--- src/hw/rtl/spo2_pkg.sv ---
// Shared types and constants for the SpO2 window ratio estimator.
// No dependencies; every RTL file of the block imports this package.
`default_nettype none

package spo2_pkg;

  localparam int SAMPLE_W   = 18;
  localparam int DC_W       = 34;
  localparam int DEV_W      = 27;
  localparam int SQ_W       = 2 * DEV_W;
  localparam int SUM_W      = 63;
  localparam int CNT_W      = 11;
  localparam int WINDOW_MAX = 1024;
  localparam int RATIO_W    = 18;
  localparam int RSAT_W     = 23;
  localparam int DIV_W      = 64;
  localparam int DEN_W      = 34;
  localparam int FIFO_DEPTH = 2;
  localparam int PTR_W      = $clog2(FIFO_DEPTH);

  // Register indexes of the configuration port
  localparam logic [2:0] REG_WINDOW     = 3'd0;
  localparam logic [2:0] REG_DC_KEEP    = 3'd1;
  localparam logic [2:0] REG_SPO2_KEEP  = 3'd2;
  localparam logic [2:0] REG_DC_MIN     = 3'd3;
  localparam logic [2:0] REG_ACDC_CLAMP = 3'd4;
  localparam logic [2:0] REG_MIN_ACDC   = 3'd5;
  localparam logic [2:0] REG_LOW_LIMIT  = 3'd6;

  typedef struct packed {
    logic [10:0] window_samples;
    logic [15:0] dc_keep;
    logic [15:0] spo2_keep;
    logic [17:0] dc_min;
    logic [17:0] acdc_clamp;
    logic [17:0] min_acdc;
    logic [6:0]  low_limit;
  } cfg_t;

  // One closed window handed from the front to the back
  typedef struct packed {
    logic [SUM_W-1:0] red_sum;
    logic [SUM_W-1:0] ir_sum;
    logic [DC_W-1:0]  red_dc;
    logic [DC_W-1:0]  ir_dc;
    logic [CNT_W-1:0] count;
  } job_t;

  typedef struct packed {
    logic             start;
    logic [DIV_W-1:0] num;
    logic [DEN_W-1:0] den;
  } div_req_t;

  typedef struct packed {
    logic             done;
    logic [DIV_W-1:0] quo;
  } div_rsp_t;

endpackage

`default_nettype wire

--- src/hw/rtl/spo2_fifo.sv ---
// Short queue of closed windows between the front and the back.
// Depends on spo2_pkg for job_t and the queue depth.
`default_nettype none

module spo2_fifo (
  input  logic           clk,
  input  logic           rst,
  input  logic           push,
  input  spo2_pkg::job_t push_job,
  input  logic           pop,
  output spo2_pkg::job_t pop_job,
  output logic           empty,
  output logic           full
);
  import spo2_pkg::*;

  job_t             mem [FIFO_DEPTH];
  logic [PTR_W-1:0] wr_ptr, rd_ptr;
  logic [PTR_W:0]   fill;

  assign empty   = (fill == '0);
  assign full    = (fill == (PTR_W+1)'(FIFO_DEPTH));
  assign pop_job = mem[rd_ptr];

  always_ff @(posedge clk) begin
    if (push) begin
      mem[wr_ptr] <= push_job;
    end
  end

  always_ff @(posedge clk) begin
    if (rst) begin
      wr_ptr <= '0;
      rd_ptr <= '0;
      fill   <= '0;
    end else begin
      if (push) begin
        wr_ptr <= wr_ptr + PTR_W'(1);
      end
      if (pop) begin
        rd_ptr <= rd_ptr + PTR_W'(1);
      end
      fill <= fill + (PTR_W+1)'(push) - (PTR_W+1)'(pop);
    end
  end

endmodule

`default_nettype wire

--- config.mk ---
export PLATFORM = sky130hd
export DESIGN_NAME = spo2_fifo
export DESIGN_NICKNAME = d
export VERILOG_FILES = /design/src/hw/rtl/spo2_pkg.sv /design/src/hw/rtl/spo2_fifo.sv
export SDC_FILE = /design/constraint.sdc
export NUM_CORES = 1
export LEC_CHECK = 0
export BUFFER_PORTS_ARGS = -buffer_cell sky130_fd_sc_hd__buf_2
export CORE_MARGIN = 2
export CORE_UTILIZATION = 47
export DETAILED_ROUTE_END_ITERATION = 8
export PLACE_DENSITY = 0.73
export RECOVER_POWER = 25
export SKIP_CTS_REPAIR_TIMING = 1
export SLEW_MARGIN = 10
export SYNTH_ARGS = -nofsm -noshare
export SYNTH_HDL_FRONTEND = slang
export SYNTH_SLANG_ARGS = --single-unit
--- constraint.sdc ---
create_clock -name clk -period 10.1 [get_ports clk]
set_input_delay 0.505 -clock clk [delete_from_list [all_inputs] [get_ports clk]]
set_output_delay 0.505 -clock clk [all_outputs]
set_load 0.02 [all_outputs]
==> results of run 1 <==
## cell type report
class | instances | area (sq um) | area share, %
clock inverters | 18 | 114 | 0.589
clock buffers | 56 | 1120 | 5.82
multi-input cells | 219 | 2990 | 15.5
diodes | 4 | 10.0 | 0.0518
inverters | 2 | 7.51 | 0.0389
flip-flops and latches | 415 | 12400 | 64.3
well taps | 442 | 553 | 2.86
repair buffers | 422 | 2100 | 10.9
## synth_stat cells, drive strengths merged
cell	number	share of area (%)
and2	1	0.040
nor2b	3	0.12
ha	2	0.16
nor2	5	0.12
dfxtp	5	0.64
mux2	205	18
xnor2	2	0.11
xnor3	1	0.14
inv	2	0.048
edfxtp	410	79
buf	23	1.5
## per-layer routing
| layer | up-vias | wire length [um] | GRT usage (%) |
|---|---|---|---|
| li1 | 3522 | - | - |
| met1 | 3721 | 11300 | 19.2 |
| met2 | 312 | 15300 | 29.6 |
| met3 | 49 | 2450 | 4.93 |
| met4 | 2 | 781 | 5.78 |
| met5 | - | 13 | 0 |
## power breakdown
part / switching, W / total [W] / internal (W)
sequential: 0.0000298 / 0.00204 / 0.00201
clock: 0.000596 / 0.00140 / 0.000806
combinational: 0.000299 / 0.000529 / 0.000230
total: 0.000925 / 0.00397 / 0.00305
## placed cells by master (no fill, tap or decap), drive strengths merged
master  count
and2        1
buf       393
bufinv      1
clkbuf     85
clkinv     16
dfxtp       5
diode       4
edfxtp    410
ha          2
inv         3
mux2      205
nor2        5
nor2b       3
xnor2       2
xnor3       1
## worst max-delay path by stage
stage | start | to | depth (start not counted)
3_5_place_dp | push | mem[0][114] | 4
5_1_grt | register | pop_job[193] | 3
6_report | register | pop_job[196] | 3
4_1_cts | register | pop_job[203] | 3
3_3_place_gp | push | mem[0][35] | 4
2_1_floorplan | push | mem[0][0] | 1
## stage by stage
| step | std cells | worst slack, ns | hold slack, ns | util (%) |
|---|---|---|---|---|
| 6_report | 1578 | 6.85 | 0.169 | 59.2 |
| 5_1_grt | 1578 | 6.70 | 0.146 | 59.2 |
| 4_1_cts | 1574 | 6.80 | 0.152 | 59.3 |
| 3_5_place_dp | 1500 | 6.87 | 0.496 | 55.5 |
| 3_3_place_gp | 1500 | 6.89 | 0.494 | 55.5 |
| 2_1_floorplan | 659 | 3.82 | 0.480 | - |
## flip-flops by register name (all words and copies together) (netlist names), named ones only
signal and flops:
fill 2, wr_ptr 1, rd_ptr 1, mem 410
## worst max-delay path, cell delays in order (launching register included)
cell and delay [ns]:
dfxtp_4 0.65, buf_4 0.91, mux2_2 0.43, buf_2 0.16
## cells by family after synthesis
group | synth area share, %
multiplexers | 18.4
XOR/XNOR | 0.256
AND/OR/NAND/NOR | 0.280
flip-flops | 79.4
buffers and inverters | 1.51
adder cells (fa/ha/maj) | 0.160
==> impl_metrics.yaml, run 1 <==
grt:
  antenna_found_initial: 5
  grt_pass1_wl_mm: 45.2
  grt_max_degree: 113
  grt_pass1_vias: 8069
  grt_overflow: 0
  grt_usage_pct: 16.7
logic_synthesis:
  syn-instance-count: 659
  avgSynthCellArea_sq_um: 23.7
  ys_warn_count: 0
  yosysSeqAreaShare_pct: 79.4
  synth_area_sq_mm: 0.0156
  yosysUniqueCellTypes: 13
  synth_nets: 870
  ys_ff_latch: 415
worst_setup_path:
  crit_type: "reg -> out"
  cp.required_ns: 9.60
  critPathMaxFanout: 64
  rr_startpoint: "wr_ptr"
  crit_path_start_kind: "register"
  r2r_end: "mem[0][37]"
  cp_data_arrival_time_ns: 2.74
  cp-end-kind: "output pin"
  rr_worst_depth: 3
  reg2reg_slack_ns: 7.27
run:
  maxCapViolations: 0
floorplanning:
  dieHeight_um: 186
  ios: 416
  die_w_um: 186
  rows: 66
  die_area_sq_mm: 0.0347
  start_util_pct: 47.9
  coreArea_sq_mm: 0.0326
sta:
  finalMaxSlewViolations: 0
  hold_viol_final: 0
  finalCriticalPeriod_ns: 3.25
  tns_ns: 0
  slew-limit-headroom_pct: 25.1
  rsz0062_at_grt: "no"
  setup_viol: 0
  fmax_mhz: 308
  finalCritPeriodShare_pct: 32.1
  max_slew.worst_pin.slew_ns: 1.12
  skew_ns: 0.0137
placed_design:
  port_buffers: 415
  placed_area_sq_mm: 0.0181
  gp_congestion: 0.762
  dpl.hpwl_mm: 19.7
clock_tree:
  cts_htree_levels: 2
  max-clock-path-buffers: 3
  cts_made_buffers: 41
  clk_latency_ns: 0.52
  clk_pin_slew_ns: 0.06
  root_buffer: "clkbuf_16"
  tritoncts: "yes"
  cts.sinks: 415
min_path:
  whs_path_depth: 1
  hold_start: "push_job[94]"
  min_path_type: "in -> reg"
  min_to: "mem[1][94]"
routing:
  drtAntennaViolNets: 0
  post_drt_wl_per_cell_um: 19.0
  drt-total-wl_mm: 29.9
  route.detailed.drc: 0
  vias: 7606
  drt_iter0_markers: 419
  viasPerCell: 4.82
  firstDrtPassIters: 4
pwr:
  cellLeakagePower_nw: 7.48
  max-vdd-ir-drop_v: 0.000157
  total_power_w: 0.00397
  power_density_mw_per_mm2: 206
status:
  outcome: "completed"
layout:
  nFillCells: 2441
  area_growth_pct: 23.6
  nNetsFinal: 1312
  layout-drive-gt1-share_pct: 57.7
  fin_area_sq_mm: 0.0193
Note: power is estimated with default switching activity, not from simulation.
==> run 2: changes to the inputs <==
CORE_UTILIZATION = 52   (was 47)
PLACE_DENSITY = 0.77   (was 0.73)
clock period = 3.35 ns   (was 10.1 ns; I/O delays follow)
==> impl_metrics.yaml, run 2 (synthesized netlist as in run 1, its figures left out) <==
clock_tree:
  cts.sinks: 415
  cts_htree_levels: 2
  clk_pin_slew_ns: 0.06
  root_buffer: "clkbuf_16"
  tritoncts: "yes"
  cts_made_buffers: 42
  clk_latency_ns: 0.52
  max-clock-path-buffers: 3
worst_setup_path:
  cp.required_ns: 3.18
  cp_data_arrival_time_ns: 2.33
  crit_path_start_kind: "register"
  critPathMaxFanout: 48
  crit_type: "reg -> out"
  cp-end-kind: "output pin"
layout:
  area_growth_pct: 37.3
  final_cells: 1745
  largest_reg_flops: 410
  largest_register: "mem"
  final_cell_mix: "410 x edfxtp_1, 335 x buf_2, 209 x dlygate4sd3_1"
  nNetsFinal: 1537
  layout_commonest_cell: "edfxtp_1"
  layout-drive-gt1-share_pct: 46.0
  reg_top3: "mem: 410 flops, fill: 2 flops"
  nFillCells: 1796
routing:
  vias: 8827
  route.detailed.drc: 0
  viasPerCell: 5.06
  firstDrtPassIters: 4
  drt-total-wl_mm: 36.8
  post_drt_wl_per_cell_um: 21.1
  drt_iter0_markers: 468
  drtAntennaViolNets: 0
floorplanning:
  dieHeight_um: 177
  ios: 416
  die_area_sq_mm: 0.0315
  coreArea_sq_mm: 0.0296
  rows: 63
  start_util_pct: 52.7
  die_w_um: 177
placed_design:
  gp_congestion: 0.788
  dp_cells: 1463
  port_buffers: 415
  dpl.hpwl_mm: 21.6
sta:
  setup_viol: 0
  hold_viol_final: 0
  finalCritPeriodShare_pct: 74.5
  finalCriticalPeriod_ns: 2.50
  fin_hold_ws_ns: 0.364
  slew-limit-headroom_pct: 50.2
  rsz0062_at_grt: "no"
  skew_ns: 0.00961
  max_slew.worst_pin.slew_ns: 0.745
  fmax_mhz: 401
  finalMaxSlewViolations: 0
grt:
  grt_pass1_wl_mm: 44.2
  grt_usage_pct: 18.8
  antenna_found_initial: 2
  grt_max_degree: 55
  grt_pass1_vias: 8030
  grt_overflow: 0
status:
  outcome: "completed"
pwr:
  power_density_mw_per_mm2: 574
  cellLeakagePower_nw: 8.32
  max-vdd-ir-drop_v: 0.000419
run:
  maxCapViolations: 0
min_path:
  min_path_type: "in -> reg"
[run 2: changes by cell type in the layout (fill, tap and decap cells not counted), moves of 2 or more]
cell / previous run / this run
diode_2: 4 / 2
buf_12: 1 / 6
clkbuf_16: 43 / 45
dlygate4sd3_1: 0 / 209
clkbuf_2: 0 / 2
buf_2: 384 / 335
buf_4: 6 / 16
clkbuf_1: 42 / 87
[run 2: metrics by stage]
stage / worst slack (ns) / setup TNS [ns] / total power, W / util, % / cell area (sq um)
finish: 0.854 / 0 / 0.0123 / 72.4 / 21500
floorplan: -0.431 / -88.37 / 0.00736 / - / 15600
CTS: 0.823 / 0 / 0.0122 / 65.7 / 19500
global placement: 1.41 / 0 / 0.00788 / 61.5 / 18200
detailed placement: 1.40 / 0 / 0.00792 / 61.5 / 18200
global route: 0.746 / 0 / 0.0127 / 72.4 / 21500
[run 2: layout make-up]
class / instances / area, sq um / area share [%]
Sequential cell: 415 / 12400 / 57.9
Timing Repair Buffer: 646 / 4310 / 20.1
Multi-Input combinational cell: 219 / 2990 / 13.9
Clock buffer: 55 / 1160 / 5.42
Tap cell: 390 / 488 / 2.27
Clock inverter: 16 / 77.6 / 0.361
Inverter: 2 / 7.51 / 0.0350
Antenna cell: 2 / 5.00 / 0.0233
[run 2: critical path, cell delays in order, from the launching register on]
cell and delay [ns]:
dfxtp_4 0.79, buf_12 0.41, mux2_2 0.39, buf_2 0.16
[run 2: metal layers]
layer  vias to the layer above  share of wire [%]  GRT usage (%)
li1                       3957                  -              -
met1                      4404                 35           20.8
met2                       379                 55           34.4
met3                        87                6.4           5.03
met4                         0                3.6           7.21
met5                         -                  0              0
[run 2: final timing paths]
path | cells past startpoint | from | slack, ns | endpoint
setup / recovery | 3 | register | 0.85 | pop_job[193]
hold / removal | 2 | push_job[204] | 0.36 | mem[1][204]
setup reg to reg | 2 | wr_ptr | 1.52 | mem[0][196]
hold reg to reg | 2 | rd_ptr | 0.53 | rd_ptr
[run 2: power by group]
part	switching, W	internal (W)
clock	0.00185	0.00243
sequential	0.000113	0.00607
combinational	0.000987	0.000868
total	0.00295	0.00937
