File: src/hw/rtl/spo2_pkg.sv
// Shared types and constants for the SpO2 window ratio estimator.
// No dependencies; every RTL file of the block imports this package.
`default_nettype none

package spo2_pkg;

  localparam int SAMPLE_W   = 18;
  localparam int DC_W       = 34;
  localparam int DEV_W      = 27;
  localparam int SQ_W       = 2 * DEV_W;
  localparam int SUM_W      = 63;
  localparam int CNT_W      = 11;
  localparam int WINDOW_MAX = 1024;
  localparam int RATIO_W    = 18;
  localparam int RSAT_W     = 23;
  localparam int DIV_W      = 64;
  localparam int DEN_W      = 34;
  localparam int FIFO_DEPTH = 2;
  localparam int PTR_W      = $clog2(FIFO_DEPTH);

  // Register indexes of the configuration port
  localparam logic [2:0] REG_WINDOW     = 3'd0;
  localparam logic [2:0] REG_DC_KEEP    = 3'd1;
  localparam logic [2:0] REG_SPO2_KEEP  = 3'd2;
  localparam logic [2:0] REG_DC_MIN     = 3'd3;
  localparam logic [2:0] REG_ACDC_CLAMP = 3'd4;
  localparam logic [2:0] REG_MIN_ACDC   = 3'd5;
  localparam logic [2:0] REG_LOW_LIMIT  = 3'd6;

  typedef struct packed {
    logic [10:0] window_samples;
    logic [15:0] dc_keep;
    logic [15:0] spo2_keep;
    logic [17:0] dc_min;
    logic [17:0] acdc_clamp;
    logic [17:0] min_acdc;
    logic [6:0]  low_limit;
  } cfg_t;

  // One closed window handed from the front to the back
  typedef struct packed {
    logic [SUM_W-1:0] red_sum;
    logic [SUM_W-1:0] ir_sum;
    logic [DC_W-1:0]  red_dc;
    logic [DC_W-1:0]  ir_dc;
    logic [CNT_W-1:0] count;
  } job_t;

  typedef struct packed {
    logic             start;
    logic [DIV_W-1:0] num;
    logic [DEN_W-1:0] den;
  } div_req_t;

  typedef struct packed {
    logic             done;
    logic [DIV_W-1:0] quo;
  } div_rsp_t;

endpackage

`default_nettype wire

File: src/hw/rtl/spo2_div.sv
// Restoring divider, one quotient bit per cycle, shared by the back end.
// Depends on spo2_pkg for the request and response structs.
`default_nettype none

module spo2_div (
  input  logic               clk,
  input  logic               rst,
  input  spo2_pkg::div_req_t req,
  output spo2_pkg::div_rsp_t rsp
);
  import spo2_pkg::*;

  localparam int STEP_W = $clog2(DIV_W);

  logic              busy, done;
  logic [STEP_W-1:0] step;
  logic [DEN_W-1:0]  rem, den;
  logic [DIV_W-1:0]  quo;
  logic [DEN_W:0]    trial;
  logic              fits;

  assign trial = {rem, quo[DIV_W-1]};
  assign fits  = (trial >= {1'b0, den});
  assign rsp   = '{done: done, quo: quo};

  always_ff @(posedge clk) begin
    if (rst) begin
      busy <= 1'b0;
      done <= 1'b0;
    end else begin
      done <= 1'b0;
      if (req.start) begin
        busy <= 1'b1;
        step <= '0;
        rem  <= '0;
        quo  <= req.num;
        den  <= req.den;
      end else if (busy) begin
        rem  <= fits ? DEN_W'(trial - {1'b0, den}) : trial[DEN_W-1:0];
        quo  <= {quo[DIV_W-2:0], fits};
        step <= step + STEP_W'(1);
        if (step == STEP_W'(DIV_W - 1)) begin
          busy <= 1'b0;
          done <= 1'b1;
        end
      end
    end
  end

endmodule

`default_nettype wire

File: config.mk
export PLATFORM = sky130hd
export DESIGN_NAME = spo2_div
export DESIGN_NICKNAME = d
export VERILOG_FILES = /design/src/hw/rtl/spo2_pkg.sv /design/src/hw/rtl/spo2_div.sv
export SDC_FILE = /design/constraint.sdc
export NUM_CORES = 1
export LEC_CHECK = 0
export BUFFER_PORTS_ARGS = -buffer_cell sky130_fd_sc_hd__clkbuf_2
export CORE_MARGIN = 5
export CORE_UTILIZATION = 50
export DETAILED_ROUTE_END_ITERATION = 10
export PLACE_DENSITY = 0.83
export SYNTH_ARGS = -nofsm -noshare
export SYNTH_HDL_FRONTEND = slang
export SYNTH_SLANG_ARGS = --single-unit
File: constraint.sdc
create_clock -name clk -period 7 [get_ports clk]
set_clock_uncertainty 0.05 [all_clocks]
set_input_delay 0.35 -clock clk [delete_from_list [all_inputs] [get_ports clk]]
set_output_delay 0.35 -clock clk [all_outputs]
set_load 0.1 [all_outputs]
==> reports/metrics.cfg, run 1 <==
[cts]
cts_max_level=4
clk_pin_slew_ns=0.07
clock_path_buffers=2
cts_made_buffers=17
cts_tree=built
clockRootBuffer=clkbuf_16
ctsHoldBuffers=0
cts_num_sinks=140
insertion_delay_ns=0.44
cts_resized=0
cts_setup_buffers=0

[global_routing]
antenna_found_initial=0
grt_overflow_total=0
grt_pass1_wl_um=28500
grt_pass1_vias=5666
grt_max_degree=86
grt_use_total_pct=20.1

[place]
dp.cells=969
io_buffers=165
gp_congestion=0.892
dp_hpwl_um=12500
place_ws_ns=3.34
postPlaceCellArea_um2=8570

[final_layout]
final_common_cell=clkbuf_2
diodes=0
finalInstanceArea_um2=9130
final_layout_size_suffix_gt1_share_pct=33.8
area_growth_pct=19.5
final_cell_mix=clkbuf_2 (164), edfxtp_1 (138), nand2_1 (70)
fin_nets=937
instances_no_fill=1001

[floorplan]
ios=166
die_x_um=134
rows=45
core_um2=15100
die_area_um2=17800
dieHeight_um=134
start_util_pct=50.6

[synthesis]
synth.largest_area_cell=edfxtp_1
synth_nets=782
synth_cells=645
ys.flop_type=edfxtp_1
synthesis.area_um2=7640
synthTopCellsByArea=edfxtp_1 (54%), mux2_2 (9.4%), ha_1 (5.7%)
ys_seq_elements=140
synth_seq_area_share_pct=54.8
avgSynthCellArea_um2=11.8
yosysWarnings=0
synth_edf_count=138
ys_types=59
synth_top_cell_area_share_pct=54.3
async_flop_share_pct=0

[critical_path]
cp.arrival_ns=3.79
cp_max_fo=33
critPathLaunchType=register
critPathKind=reg -> reg
required_ns=7.13
end_kind=register

[power_and_ir_drop]
power_switching_share_pct=34.1
powerDensity_nw_per_um2=282
clockPowerShare_pct=33.3
leakagePower_nw=3.88
sequentialPowerShare_pct=40.5
combinationalPowerShare_pct=26.3
p_sw_mw=0.878
vdd_drop_max_mv=0.201
internal_power_mw=1.69

[timing]
hold_viol=0
finalCritPeriodShare_pct=52.3
rsz0062_at_grt=false
relSlewSlack_pct=13.4
setup_viol_count_final=0
tightest_slew_ns=1.30
fmax_mhz=273
setup_slack_ns=3.34
maxSlewViolCount=0
fin_crit_ns=3.66
fin_tns_setup_ns=0

[drt]
drtPass1Iterations=5
avgRoutedWirePerCell_um=17.4
drt.antenna.violating_nets=0
drt_iter0_drc=413
routed_wl_um=17400
num_vias=5507
routed-wl-met3_um=1650
wl_met1_um=7000
drc=0
highest_layer=met4
vias_per_cell=5.50
wl_met2_um=8470

[status]
status=complete, no violations

[job]
maxCapViolCount=0

[hold_path]
hold_path_class=in -> reg

-- final timing paths --
check                                            from               endpoint  slack (ns)  cells after the start
worst max-delay path            rem[19]$_SDFFCE_PP0P_  rem[33]$_SDFFCE_PP0P_        3.34                     10
worst min-delay path                          req[32]      den[32]$_DFFE_PP_        0.04                      1
worst min register to register        busy$_SDFF_PP0_        done$_SDFF_PP0_        0.44                      1
worst max register to register  rem[19]$_SDFFCE_PP0P_  rem[33]$_SDFFCE_PP0P_        3.34                     10
-- synthesized netlist by cell type (2+ instances only) --
master       n
nand2_1     70
mux2i_1      2
or4_1        3
o21ai_1      2
a31oi_1      4
o31ai_1      2
nand3_1     18
o21bai_1     5
buf_6        4
mux2_2      64
nand4_1     10
edfxtp_1   138
a2111oi_2    2
xnor2_1     19
nor2_1      32
a21oi_1     52
o21a_1       2
o21bai_2     2
a211o_1      2
buf_1        2
clkbuf_1    16
buf_2        9
a211oi_1     8
xor2_1       9
and2_1       2
nor3_1       8
inv_1       46
dfxtp_1      2
ha_1        35
o211ai_1     6
nor2b_1      3
o2111ai_1    2
and3_1       6
a21o_1      21
a221oi_1     2
o21ai_0     11
o31a_1       2
-- flip-flops by register name, summed over array words and instances, names as in the netlist --
register / count
rem: 34
step: 6
busy: 1
den: 34
done: 1
quo: 64
-- through the flow --
step | hold WS [ns] | total power [mW] | util (%)
2_1_floorplan | 0.373 | 1.60 | -
3_5_place_dp | 0.440 | 1.73 | 56.8
3_3_place_gp | 0.427 | 1.72 | 56.8
6_report | 0.0388 | 2.57 | 60.5
5_1_grt | 0.0298 | 2.69 | 60.5
4_1_cts | 0.0272 | 2.58 | 60.5
-- metal layers --
metal,global-route usage (%),up-vias
li1,-,2699
met1,23.3,2574
met2,33.8,206
met4,6.23,0
met5,0,-
met3,8.80,28
-- critical path, stage by stage (launching register included) --
cell and delay [ns]:
edfxtp_1 0.39, ha_1 0.41, a21o_1 0.21, a21o_1 0.19
nand3_1 0.09, a21oi_1 0.08, a22o_1 0.25, a2111oi_2 0.38
and2_1 1.05, or4_1 0.23, nand3_1 0.08
-- power by group through the flow --
stage / Combinational [mW] / Sequential, mW / Clock (mW)
after floorplan: 0.375 / 1.23 / 0
after global placement: 0.662 / 1.06 / 0
after detailed placement: 0.671 / 1.06 / 0
after CTS: 0.674 / 1.04 / 0.870
after global routing: 0.734 / 1.05 / 0.910
final: 0.675 / 1.04 / 0.855
-- area by class of cell --
cell class / instances / area, um^2
Fill cell: 1251 / 5960
Inverter: 47 / 176
Clock buffer: 17 / 425
Timing Repair Buffer: 168 / 851
Clock inverter: 15 / 130
Tap cell: 188 / 235
Sequential cell: 140 / 4180
Multi-Input combinational cell: 426 / 3130
-- logic make-up after synthesis --
logic type,after synthesis,share of synthesized area (%)
AOI/OAI and AO/OA,137,12.4
adders and majority gates,36,6.00
xor gates and xnor gates,28,3.21
and+or+nand+nor,159,9.48
DFF,140,54.8
buffers and inverters,79,4.47
muxes,66,9.70
No activity file was read; power rests on OpenSTA's default activity.
==> run 2, diff against run 1 <==
==> constraint.sdc (replaced) <==
create_clock -name clk -period 3.77 [get_ports clk]
set_clock_uncertainty 0.05 [all_clocks]
set_input_delay 0.1885 -clock clk [delete_from_list [all_inputs] [get_ports clk]]
set_output_delay 0.1885 -clock clk [all_outputs]
set_load 0.1 [all_outputs]
==> run 2 against run 1 <==
Via count rose by 4.7%. Combinational power rose by 94%. Core utilization rose by 3.5 points. Total power rose by 91%. Design area rose by 5.8%. Sequential power rose by 86%. Routed wire length rose by 6.3%. Hold slack got worse by 0.026 ns. Sequential share of layout area fell by 2.5 points. First-iteration DRC count fell by 8.0%. Clock power rose by 95%. Clock-buffer cell count did not move. Critical path type unchanged. Largest power group unchanged.
==> reports/metrics.cfg, run 2 (same netlist as run 1, synthesis figures left out) <==
[drt]
avgRoutedWirePerCell_um=17.7  ; +1.3%
drt.antenna.violating_nets=0  ; unchanged
drc=0  ; unchanged
vias_per_cell=5.49  ; -0.26%
num_vias=5767  ; +4.7%
drtPass1Iterations=5  ; unchanged
drt_iter0_drc=380  ; -8.0%
routed_wl_um=18600  ; +6.3%

[hold_path]
hold_path_class=in -> reg

[critical_path]
critPathLaunch=quo[63]$_DFFE_PP_
r2r_start=quo[63]$_DFFE_PP_
cp.arrival_ns=3.48  ; -0.31 ns
path_buf_inv=2  ; +2
reg2reg_depth=13  ; +3
r2r_slack_ns=0.41  ; -2.93 ns
end_kind=register
path_cells=inv_1 -> ha_1 -> inv_1 -> fa_1 -> a21o_1 -> a311oi_1 -> nor4_1 -> nor3_1 -> o31a_1 -> o21bai_2 -> a31oi_1 -> or4_1 -> nand3_1
cp.depth=13  ; +3
slowest_stage=a311oi_1
cp_top_family=compound AO/OA/AOI/OAI gates
crit_end=rem[26]$_SDFFCE_PP0P_
cp_common_cell=inv_1
worstReg2RegEnd=rem[26]$_SDFFCE_PP0P_
cp_max_fo=4  ; -88%
critPathLaunchType=register
critPathKind=reg -> reg
cpPeakStageDelay_ns=0.51  ; -0.54 ns
required_ns=3.89  ; -3.24 ns

[global_routing]
grt_use_total_pct=20.7  ; +0.57 points
grt_pass1_wl_um=29400  ; +3.2%
grt_overflow_total=0  ; unchanged
antenna_found_initial=0  ; unchanged
grt_pass1_vias=5902  ; +4.2%
grt_max_degree=89  ; +3.5%

[power_and_ir_drop]
vdd_drop_max_mv=0.338  ; +69%
p_sw_mw=1.66  ; +89%
power_switching_share_pct=33.8  ; -0.35 points
combinationalPowerShare_pct=26.6  ; +0.3 points
sequentialPowerShare_pct=39.4  ; -1.1 points
clockPowerShare_pct=34.0  ; +0.7 points
leakagePower_nw=4.11  ; +5.9%
internal_power_mw=3.25  ; +92%
powerDensity_nw_per_um2=508  ; +81%

[final_layout]
top_register=quo
final_common_cell=clkbuf_2
instances_no_fill=1051  ; +5.0%
diodes=0  ; unchanged
largest_reg_flops=64  ; unchanged
area_growth_pct=26.4
final_cell_mix=clkbuf_2 (164), edfxtp_1 (138), nand2_1 (70)
fill_cells=1147  ; -8.3%
fin_nets=987  ; +5.3%
top_regs=quo (64), den (34), rem (34)
final_layout_size_suffix_gt1_share_pct=32.4  ; -1.4 points

[timing]
fmax_mhz=297  ; +8.8%
rsz0062_at_grt=false
finalCritPeriodShare_pct=89.2  ; +37 points
fin_crit_ns=3.36  ; -0.295 ns
maxSlewViolCount=0  ; unchanged
relSlewSlack_pct=34.7  ; +21 points
hold_viol=0  ; unchanged
tightest_slew_ns=0.978  ; -0.321 ns
setup_slack_ns=0.407  ; -2.93 ns
fin_tns_setup_ns=0  ; unchanged
setup_viol_count_final=0  ; unchanged

[cts]
cts_setup_buffers=0  ; unchanged
cts_tree=built
cts_num_sinks=140  ; unchanged
insertion_delay_ns=0.43  ; about the same
cts_made_buffers=17  ; unchanged
clockRootBuffer=clkbuf_16
cts_max_level=4  ; unchanged
clock_path_buffers=2  ; unchanged
cts_resized=0  ; unchanged
clk_pin_slew_ns=0.07  ; about the same

[floorplan]
core_um2=15100  ; unchanged
dieHeight_um=134  ; unchanged
start_util_pct=50.6  ; unchanged
rows=45  ; unchanged
die_area_um2=17800  ; unchanged
ios=166  ; unchanged
die_x_um=134  ; unchanged

[status]
status=complete, no violations

[job]
maxCapViolCount=0  ; unchanged

[place]
io_buffers=165  ; unchanged
gp_congestion=0.912  ; +2.2%
place_ws_ns=0.415  ; -2.93 ns
dp_hpwl_um=12900  ; +2.4%
dp.cells=973  ; +0.41%

==> run 2: repair_timing <==
| action | CTS | global route |
|---|---|---|
| hold buffers | 41 | 5 |
| hold endpoints to repair | 41 | 5 |
| endpoints found under the setup margin | 0 | 0 |
==> run 2: worst min path at each step <==
stage | end | slack (ns) | startpoint | cells after the start
after global routing | quo[57]$_DFFE_PP_ | 0.0009 | req[91] | 2
final | quo[47]$_DFFE_PP_ | 0.01 | req[81] | 2
after floorplan | busy$_SDFF_PP0_ | 0.21 | rst | 1
after CTS | quo[47]$_DFFE_PP_ | 0.0002 | req[81] | 2
after detailed placement | den[23]$_DFFE_PP_ | 0.32 | req[23] | 1
after global placement | den[19]$_DFFE_PP_ | 0.32 | req[19] | 1
==> run 2: worst register-to-register path, cell delays in order (launching register included) <==
cell and delay (ns):
edfxtp_1 0.40, inv_1 0.07, ha_1 0.16, inv_1 0.06, fa_1 0.40, a21o_1 0.22, a311oi_1 0.51, nor4_1 0.10
nor3_1 0.33, o31a_1 0.30, o21bai_2 0.10, a31oi_1 0.21, or4_1 0.14, nand3_1 0.06
==> run 2: power groups by stage <==
stage / clock [mW] / sequential, mW / combinational (mW)
global route: 1.77 / 1.95 / 1.42
floorplan: 0 / 2.27 / 0.698
global placement: 0 / 1.96 / 1.24
CTS: 1.68 / 1.93 / 1.30
finish: 1.67 / 1.93 / 1.31
detailed placement: 0 / 1.96 / 1.26
==> run 2: metrics by stage <==
step | utilization (%) | cell area, um^2 | hold slack [ns] | power (mW)
after floorplan | - | 7650 | 0.211 | 2.97
after global placement | 57.1 | 8620 | 0.316 | 3.20
after detailed placement | 57.1 | 8620 | 0.317 | 3.22
after CTS | 63.7 | 9610 | 0.000249 | 4.92
after global routing | 64.0 | 9660 | 0.000908 | 5.13
final | 64.0 | 9660 | 0.0129 | 4.91
==> run 2: area by class of cell <==
cell class | instances | area (um^2) | share of cell area (%)
sequential | 140 | 4180 | 43.3
clock buffer | 17 | 425 | 4.41
multi-input combinational | 426 | 3130 | 32.4
inverter | 47 | 176 | 1.83
timing repair buffer | 218 | 1350 | 14.0
tap | 188 | 235 | 2.44
clock inverter | 15 | 153 | 1.58
==> run 2: layer usage <==
metal | part of all wire (%) | track usage, % | vias up
met4 | 2.1 | 6.74 | 0
met1 | 41 | 24.6 | 2742
met2 | 49 | 34.5 | 191
met5 | 0 | 0 | -
li1 | - | - | 2800
met3 | 8.2 | 8.08 | 34
