`config.mk`:
```
export PLATFORM = sky130hd
export DESIGN_NAME = spo2_back
export DESIGN_NICKNAME = d
export VERILOG_FILES = /design/src/hw/rtl/spo2_pkg.sv /design/src/hw/rtl/spo2_back.sv
export SDC_FILE = /design/constraint.sdc
export NUM_CORES = 2
export LEC_CHECK = 0
export CAP_MARGIN = 30
export CORE_AREA = 2 2 499 501
export DETAILED_ROUTE_END_ITERATION = 16
export DIE_AREA = 0 0 501 503
export DONT_BUFFER_PORTS = 1
export GPL_TIMING_DRIVEN = 0
export MAX_ROUTING_LAYER = met4
export PLACE_DENSITY = 0.55
export SLEW_MARGIN = 20
export SYNTH_ARGS = -nofsm -noshare
export SYNTH_HDL_FRONTEND = slang
export SYNTH_SLANG_ARGS = --single-unit
```
`constraint.sdc`:
```
create_clock -name clk -period 12.6 [get_ports clk]
set_input_delay 2.52 -clock clk [delete_from_list [all_inputs] [get_ports clk]]
set_output_delay 2.52 -clock clk [all_outputs]
set_load 0.005 [all_outputs]
```
`src/hw/rtl/spo2_pkg.sv`:
```
// Shared types and constants for the SpO2 window ratio estimator.
// No dependencies; every RTL file of the block imports this package.
`default_nettype none

package spo2_pkg;

  localparam int SAMPLE_W   = 18;
  localparam int DC_W       = 34;
  localparam int DEV_W      = 27;
  localparam int SQ_W       = 2 * DEV_W;
  localparam int SUM_W      = 63;
  localparam int CNT_W      = 11;
  localparam int WINDOW_MAX = 1024;
  localparam int RATIO_W    = 18;
  localparam int RSAT_W     = 23;
  localparam int DIV_W      = 64;
  localparam int DEN_W      = 34;
  localparam int FIFO_DEPTH = 2;
  localparam int PTR_W      = $clog2(FIFO_DEPTH);

  // Register indexes of the configuration port
  localparam logic [2:0] REG_WINDOW     = 3'd0;
  localparam logic [2:0] REG_DC_KEEP    = 3'd1;
  localparam logic [2:0] REG_SPO2_KEEP  = 3'd2;
  localparam logic [2:0] REG_DC_MIN     = 3'd3;
  localparam logic [2:0] REG_ACDC_CLAMP = 3'd4;
  localparam logic [2:0] REG_MIN_ACDC   = 3'd5;
  localparam logic [2:0] REG_LOW_LIMIT  = 3'd6;

  typedef struct packed {
    logic [10:0] window_samples;
    logic [15:0] dc_keep;
    logic [15:0] spo2_keep;
    logic [17:0] dc_min;
    logic [17:0] acdc_clamp;
    logic [17:0] min_acdc;
    logic [6:0]  low_limit;
  } cfg_t;

  // One closed window handed from the front to the back
  typedef struct packed {
    logic [SUM_W-1:0] red_sum;
    logic [SUM_W-1:0] ir_sum;
    logic [DC_W-1:0]  red_dc;
    logic [DC_W-1:0]  ir_dc;
    logic [CNT_W-1:0] count;
  } job_t;

  typedef struct packed {
    logic             start;
    logic [DIV_W-1:0] num;
    logic [DEN_W-1:0] den;
  } div_req_t;

  typedef struct packed {
    logic             done;
    logic [DIV_W-1:0] quo;
  } div_rsp_t;

endpackage

`default_nettype wire

```
`src/hw/rtl/spo2_back.sv`:
```
// Window back end: RMS, AC/DC ratios, R, linear SpO2, smoothing and output.
// Depends on spo2_pkg; drives spo2_div and pops spo2_fifo.
`default_nettype none

module spo2_back (
  input  logic               clk,
  input  logic               rst,
  input  spo2_pkg::cfg_t     cfg,
  input  logic               fifo_empty,
  input  spo2_pkg::job_t     fifo_job,
  output logic               pop,
  output spo2_pkg::div_req_t div_req,
  input  spo2_pkg::div_rsp_t div_rsp,
  output logic               out_valid,
  input  logic               out_stall,
  output logic [6:0]         spo2_percent,
  output logic               spo2_ok,
  output logic signed [19:0] smoothed_spo2_q8,
  output logic signed [19:0] raw_spo2_q8,
  output logic signed [18:0] red_acdc_q16,
  output logic signed [18:0] ir_acdc_q16
);
  import spo2_pkg::*;

  typedef enum logic [3:0] {
    B_IDLE, B_MEAN, B_SQRT, B_ACDC, B_RATIO, B_RAW, B_RAW_W, B_MUL, B_SUM, B_OUT
  } bstate_t;

  localparam logic [RSAT_W-1:0] R_SAT     = RSAT_W'(64 << 16);
  // ceil(2^29 / 25): exact floor division by 25 for dividends below 2^24
  localparam logic [24:0]       RECIP_25  = 25'd21474837;
  localparam logic [DIV_W-1:0]  SQRT_TOP  = DIV_W'(1) << 62;

  bstate_t             state;
  job_t                job;
  logic                comp, ch, neg;
  logic [RATIO_W-1:0]  rr, ri;
  logic [RSAT_W-1:0]   r;
  logic signed [19:0]  raw, smoothed;
  logic [6:0]          held;
  logic signed [36:0]  p1;
  logic signed [37:0]  p2;
  logic [DIV_W-1:0]    sq_v, sq_res, sq_bit;
  logic [4:0]          sq_cnt;
  logic [48:0]         raw_prod;

  logic                job_ok;
  logic [DIV_W-1:0]    sq_trial, sq_res_next;
  logic [DC_W-1:0]     cur_dc;
  logic [RATIO_W-1:0]  clamped;
  logic signed [35:0]  rawnum;
  logic [35:0]         rawmag;
  logic [16:0]         new_w;
  logic signed [38:0]  ssum;
  logic                valid_now;
  logic [20:0]         held_rnd;
  logic                load;

  assign job_ok = (fifo_job.red_dc > {cfg.dc_min, 16'h0})
               && (fifo_job.ir_dc > {cfg.dc_min, 16'h0})
               && (fifo_job.ir_sum != '0);
  assign pop    = (state == B_IDLE) && !fifo_empty;

  // One step of the bitwise integer square root
  assign sq_trial    = sq_res + sq_bit;
  assign sq_res_next = (sq_v >= sq_trial) ? (sq_res >> 1) + sq_bit : sq_res >> 1;
  assign cur_dc      = ch ? job.ir_dc : job.red_dc;
  assign clamped     = (div_rsp.quo > DIV_W'(cfg.acdc_clamp)) ? cfg.acdc_clamp
                                                               : div_rsp.quo[RATIO_W-1:0];

  // 100 - 23.3*(R-0.4) in Q.8, with the rounding half folded in
  assign rawnum = 36'sd358226176 - $signed({13'b0, r}) * 36'sd1165;
  assign rawmag = rawnum[35] ? 36'(-rawnum + 36'sd12799) : rawnum;

  assign new_w     = 17'h10000 - {1'b0, cfg.spo2_keep};
  assign ssum      = 39'(p1) + 39'(p2) + 39'sd32768;
  assign valid_now = comp
                  && (smoothed > $signed({5'b0, cfg.low_limit, 8'h0}))
                  && (smoothed <= 20'sd25600)
                  && (rr >= cfg.min_acdc) && (ri >= cfg.min_acdc);
  assign held_rnd  = 21'(smoothed) + 21'sd128;
  assign load      = (state == B_OUT) && (!out_valid || !out_stall);

  always_ff @(posedge clk) begin
    if (rst) begin
      state         <= B_IDLE;
      smoothed      <= '0;
      held          <= '0;
      out_valid     <= 1'b0;
      div_req.start <= 1'b0;
    end else begin
      div_req.start <= 1'b0;
      out_valid     <= load || (out_valid && out_stall);
      unique case (state)
        B_IDLE: begin
          if (!fifo_empty) begin
            job  <= fifo_job;
            comp <= job_ok;
            ch   <= 1'b0;
            if (job_ok) begin
              div_req <= '{start: 1'b1, num: DIV_W'(fifo_job.red_sum),
                           den: DEN_W'(fifo_job.count)};
              state   <= B_MEAN;
            end else begin
              state <= B_OUT;
            end
          end
        end
        B_MEAN: begin
          if (div_rsp.done) begin
            sq_v   <= div_rsp.quo;
            sq_res <= '0;
            sq_bit <= SQRT_TOP;
            sq_cnt <= '0;
            state  <= B_SQRT;
          end
        end
        B_SQRT: begin
          if (sq_v >= sq_trial) begin
            sq_v <= sq_v - sq_trial;
          end
          sq_res <= sq_res_next;
          sq_bit <= sq_bit >> 2;
          sq_cnt <= sq_cnt + 5'd1;
          if (sq_cnt == 5'd31) begin
            div_req <= '{start: 1'b1,
                         num: {sq_res_next[39:0], 24'h0} + DIV_W'(cur_dc >> 1),
                         den: cur_dc};
            state   <= B_ACDC;
          end
        end
        B_ACDC: begin
          if (div_rsp.done) begin
            if (!ch) begin
              rr      <= clamped;
              ch      <= 1'b1;
              div_req <= '{start: 1'b1, num: DIV_W'(job.ir_sum), den: DEN_W'(job.count)};
              state   <= B_MEAN;
            end else begin
              ri <= clamped;
              if (clamped == '0) begin
                // IR ratio of zero: saturate R unless red is zero too
                r     <= (rr == '0) ? '0 : R_SAT;
                state <= B_RAW;
              end else begin
                div_req <= '{start: 1'b1,
                             num: DIV_W'({rr, 16'h0}) + DIV_W'(clamped >> 1),
                             den: DEN_W'(clamped)};
                state   <= B_RATIO;
              end
            end
          end
        end
        B_RATIO: begin
          if (div_rsp.done) begin
            r     <= (div_rsp.quo > DIV_W'(R_SAT)) ? R_SAT : div_rsp.quo[RSAT_W-1:0];
            state <= B_RAW;
          end
        end
        B_RAW: begin
          // Divide by 12800 as a shift by 9, then a reciprocal multiply for 25
          neg      <= rawnum[35];
          raw_prod <= rawmag[32:9] * RECIP_25;
          state    <= B_RAW_W;
        end
        B_RAW_W: begin
          raw   <= neg ? -$signed(raw_prod[48:29]) : $signed(raw_prod[48:29]);
          state <= B_MUL;
        end
        B_MUL: begin
          p1    <= $signed({1'b0, cfg.spo2_keep}) * smoothed;
          p2    <= $signed({1'b0, new_w}) * raw;
          state <= B_SUM;
        end
        B_SUM: begin
          smoothed <= ssum[35:16];
          state    <= B_OUT;
        end
        B_OUT: begin
          if (load) begin
            spo2_ok          <= valid_now;
            spo2_percent     <= valid_now ? held_rnd[14:8] : held;
            smoothed_spo2_q8 <= smoothed;
            raw_spo2_q8      <= comp ? raw : -20'sd256;
            red_acdc_q16     <= comp ? $signed({1'b0, rr}) : -19'sd65536;
            ir_acdc_q16      <= comp ? $signed({1'b0, ri}) : -19'sd65536;
            if (valid_now) begin
              held <= held_rnd[14:8];
            end
            state <= B_IDLE;
          end
        end
        default: state <= B_IDLE;
      endcase
    end
  end

endmodule

`default_nettype wire

```
==> results.py <==
metrics = {
    "outcome": {
        "outcome": "completed",
    },
    "timing": {
        "final-setup-viol-count": 0,
        "unrepaired_setup_endpoints_after_global_routing": "yes",
        "finalClockSkew_ns": 0.122,
        "slew-limit-headroom": 0.303,
        "achievable-frequency_mhz": 80.9,
        "final-hold-violation-count": 0,
        "worst_slew_pin_slew_ns": 1.05,
        "timing.hold.ws_ns": 0.471,
        "post-route-period-util": 0.981,
        "final.min_clock_period_ns": 12.36,
        "timing.final.max_slew_violations": 0,
        "post-route-worst-setup-slack_ns": 0.240,
    },
    "finish": {
        "layout.nets": 10300,
        "fin_cells": 11500,
        "flow.area_growth_from_synthesis_pct": 12.2,
        "fin_area_um2": 88200,
        "drive_gt1_frac": 0.0681,
    },
    "cts": {
        "worstSkewPairLatency_ns": 0.76,
        "cts_buffer_depth": 3,
        "tritoncts_num_sinks": 697,
        "cts_htree_levels": 3,
        "total_clock_buffers_created_by_cts": 83,
        "cts_root_buffer": "clkbuf_16",
        "cts.reportedPaths.clkPinSlew_ns": 0.06,
        "cts_tree": "done",
        "cts.hold.buffers_added": 0,
    },
    "floorplanning": {
        "floorplan.initialDensity": 0.318,
        "floorplan.die_area_um2": 252000,
        "num_rows": 183,
        "die_y_um": 503,
        "core_outline_area_um2": 247000,
        "io_pins": 565,
        "chipWidth_um": 501,
    },
    "critical_path": {
        "crit_slowest_cell": "fa_2",
        "cp_data_arrival_time_ns": 12.81,
        "ff2ff_path_depth": 46,
        "crit_top_cell": "fa_1",
        "path_class": "reg -> reg",
        "reg2reg_to": "raw_prod[48]",
        "worstPathBufferInverterCount": 7,
        "startpoint_type_of_the_worst_setup_path": "flop",
        "regToRegSetupSlack_ns": 0.24,
        "capturing_element_type_of_the_critical_path": "flop",
        "critical_path_peak_fanout": 7,
        "worst_r2r_startpoint": "r[5]",
        "worst-endpoint-required_ns": 13.04,
        "max_stage_delay_ns": 0.62,
        "timing.critical_path.max_delay_family": "adder cells",
    },
    "global_route": {
        "overflow": 0,
        "grtUsageTotal": 0.216,
        "grt_start_max_net_pins": 29,
        "grt_antenna_before_repair": 49,
        "vias_in_the_first_global_route": 60200,
        "wire_length_of_the_first_global_routing_pass_mm": 392,
    },
    "detailed_routing": {
        "detail_route.wirelength_mm": 268,
        "highest-signal-layer": "met4",
        "drc": 0,
        "detailroute.wirelength.met3_mm": 18.7,
        "met2RoutedLength_mm": 130,
        "first_pass_iters": 6,
        "first_iter_violations": 4545,
        "via_count": 58900,
        "wire_per_inst_um": 23.2,
        "vias_per_cell": 5.11,
        "wl_met1_mm": 104,
        "drtAntennaViolNets": 0,
    },
    "synthesis": {
        "synth_enable_flop_cells": 664,
        "netlist-cell-type-count": 107,
        "syn-mean-instance-area_um2": 9.95,
        "synth-main-ff-cell": "edfxtp_1",
        "postSynthRegisterBits": 697,
        "synth.yosys.seq_area_share": 0.262,
        "syn-num-nets": 10100,
        "post_syn_instances": 7903,
        "yosysWarningCount": 0,
        "post_synth_instance_area_um2": 78600,
        "asyncSetResetFlopFracSynth": 0,
    },
    "power_and_ir_drop": {
        "ir_worst_vdd_mv": 0.211,
        "power_leakage_uw": 0.0384,
        "p_per_area_nw_per_um2": 197,
    },
    "min_path": {
        "hold_path.startpoint": "raw_prod[29]",
        "worst_hold_path.num_cells": 0,
        "min_delay_worst_endpoint": "raw[0]",
        "holdCritPathClass": "reg -> reg",
    },
    "placement": {
        "hpwlAfterDp_mm": 225,
        "place.gp.congestion": 0.958,
        "placed_cells_incl_taps": 11200,
        "place_worst_setup_slack_ns": -2.11,
        "dpl_cell_area_um2": 83700,
        "io_buffer_count": 0,
    },
    "run": {
        "timing.max_cap.violations": 0,
    },
}
==> routing by layer <==
layer / global-route usage / vias up
met5: - / -
met4: 0.105 / 0
met3: 0.0443 / 457
met2: 0.359 / 1996
met1: 0.248 / 29600
li1: - / 26800
==> worst reg2reg max path, delay by kind of cell, from the launching register on <==
| family | cells | cell delay (ns) |
|---|---|---|
| and+or+nand+nor | 5 | 0.98 |
| DFF | 1 | 0.51 |
| buffers and inverters | 7 | 0.77 |
| AOI/OAI and AO/OA | 19 | 3.77 |
| adders and majority gates | 13 | 5.64 |
| xor gates and xnor gates | 2 | 0.40 |
==> flip-flops by register name, summed over array words and instances, names as in the netlist, 23 cells and up <==
register,cells
p1,36
r,23
sq_res,64
p2,36
sq_bit,32
div_req,99
sq_v,64
job,142
==> how the worst max path moves through the flow <==
stage / startpoint / to / depth (start not counted)
floorplan: r[7] / raw_prod[48] / 51
global placement: r[7] / raw_prod[48] / 50
detailed placement: r[7] / raw_prod[48] / 51
CTS: r[7] / raw_prod[38] / 51
global route: r[5] / raw_prod[48] / 51
finish: r[5] / raw_prod[48] / 46
==> synth_stat cells, drive strengths merged, types with 14 or more instances <==
cell type     n  area share
mux2i        35      0.0045
a211oi       40      0.0039
a222oi       14      0.0018
a221o        25      0.0032
nand2b       53      0.0042
a21o        126       0.012
buf          32      0.0020
xor2        159       0.018
a22oi        29      0.0032
clkbuf      235       0.011
and3         76      0.0061
a41o         20      0.0027
nor3         88      0.0059
fa          912        0.23
o21bai       40      0.0039
nand4        69      0.0055
nor4         63      0.0054
o21a         64      0.0061
ha          867        0.14
a21boi       15      0.0014
o211ai       22      0.0021
nor2        345       0.017
or4          19      0.0019
or3          30      0.0024
o31ai        27      0.0026
and4         16      0.0018
a221oi       18      0.0020
edfxtp      664        0.25
inv        1426       0.068
nand3        94      0.0061
o21ai       288       0.018
a31oi        68      0.0055
nor2b        45      0.0036
nand2       748       0.036
a21oi       257       0.016
and2        380       0.030
mux2         41      0.0059
xnor2       246       0.028
or2          16      0.0013
dfxtp        33      0.0084
==> area by class of cell <==
| cell class | instances | area [um^2] |
|---|---|---|
| Antenna cell | 79 | 198 |
| Buffer | 266 | 1070 |
| Clock buffer | 99 | 2170 |
| Clock inverter | 57 | 649 |
| Fill cell | 24900 | 159000 |
| Inverter | 1427 | 5360 |
| Multi-Input combinational cell | 5512 | 52500 |
| Sequential cell | 697 | 20600 |
| Tap cell | 3237 | 4050 |
| Timing Repair Buffer | 146 | 1600 |
| Timing Repair inverter | 1 | 7.51 |
==> placed cells by master, fill, tap and decap left out, types with 245 or more instances in the layout <==
cell type | netlist | routed
inv_1 | 1424 | 1406
fa_1 | 912 | 897
ha_1 | 867 | 840
nand2_1 | 747 | 745
edfxtp_1 | 664 | 664
and2_1 | 380 | 380
nor2_1 | 344 | 332
o21ai_0 | 275 | 265
a21oi_1 | 257 | 247
clkbuf_1 | 235 | 245
==> what timing repair did <==
action                                  CTS  global route
setup buffers                            28            60
cloned                                    0             1
endpoints found under the setup margin   20            12
resized for setup                        63           113
pin swaps                                14            79
endpoints found under the hold margin     0             0
==> metrics by stage <==
| stage | setup TNS (ns) | util | total power, uW |
|---|---|---|---|
| floorplan | 0 | - | 11500 |
| global placement | -276.74 | 0.335 | 14400 |
| detailed placement | -24.07 | 0.339 | 14600 |
| CTS | 0 | 0.353 | 17300 |
| global route | -0.247 | 0.357 | 19000 |
| finish | 0 | 0.357 | 17400 |
==> power breakdown <==
part | total (uW) | switching [uW] | internal [uW] | leakage [uW]
logic | 11400 | 6800 | 4560 | 0.0306
clock network | 2510 | 1110 | 1400 | 0.00136
registers | 3550 | 247 | 3300 | 0.00644
==> logic make-up after synthesis <==
kind of cell | synth area share
xor+xnor | 0.0459
buf+inv | 0.0813
mux | 0.0103
fa+ha+maj | 0.370
compound gates | 0.0999
flops | 0.262
simple gates | 0.130
(Power assumes the default switching activity.)
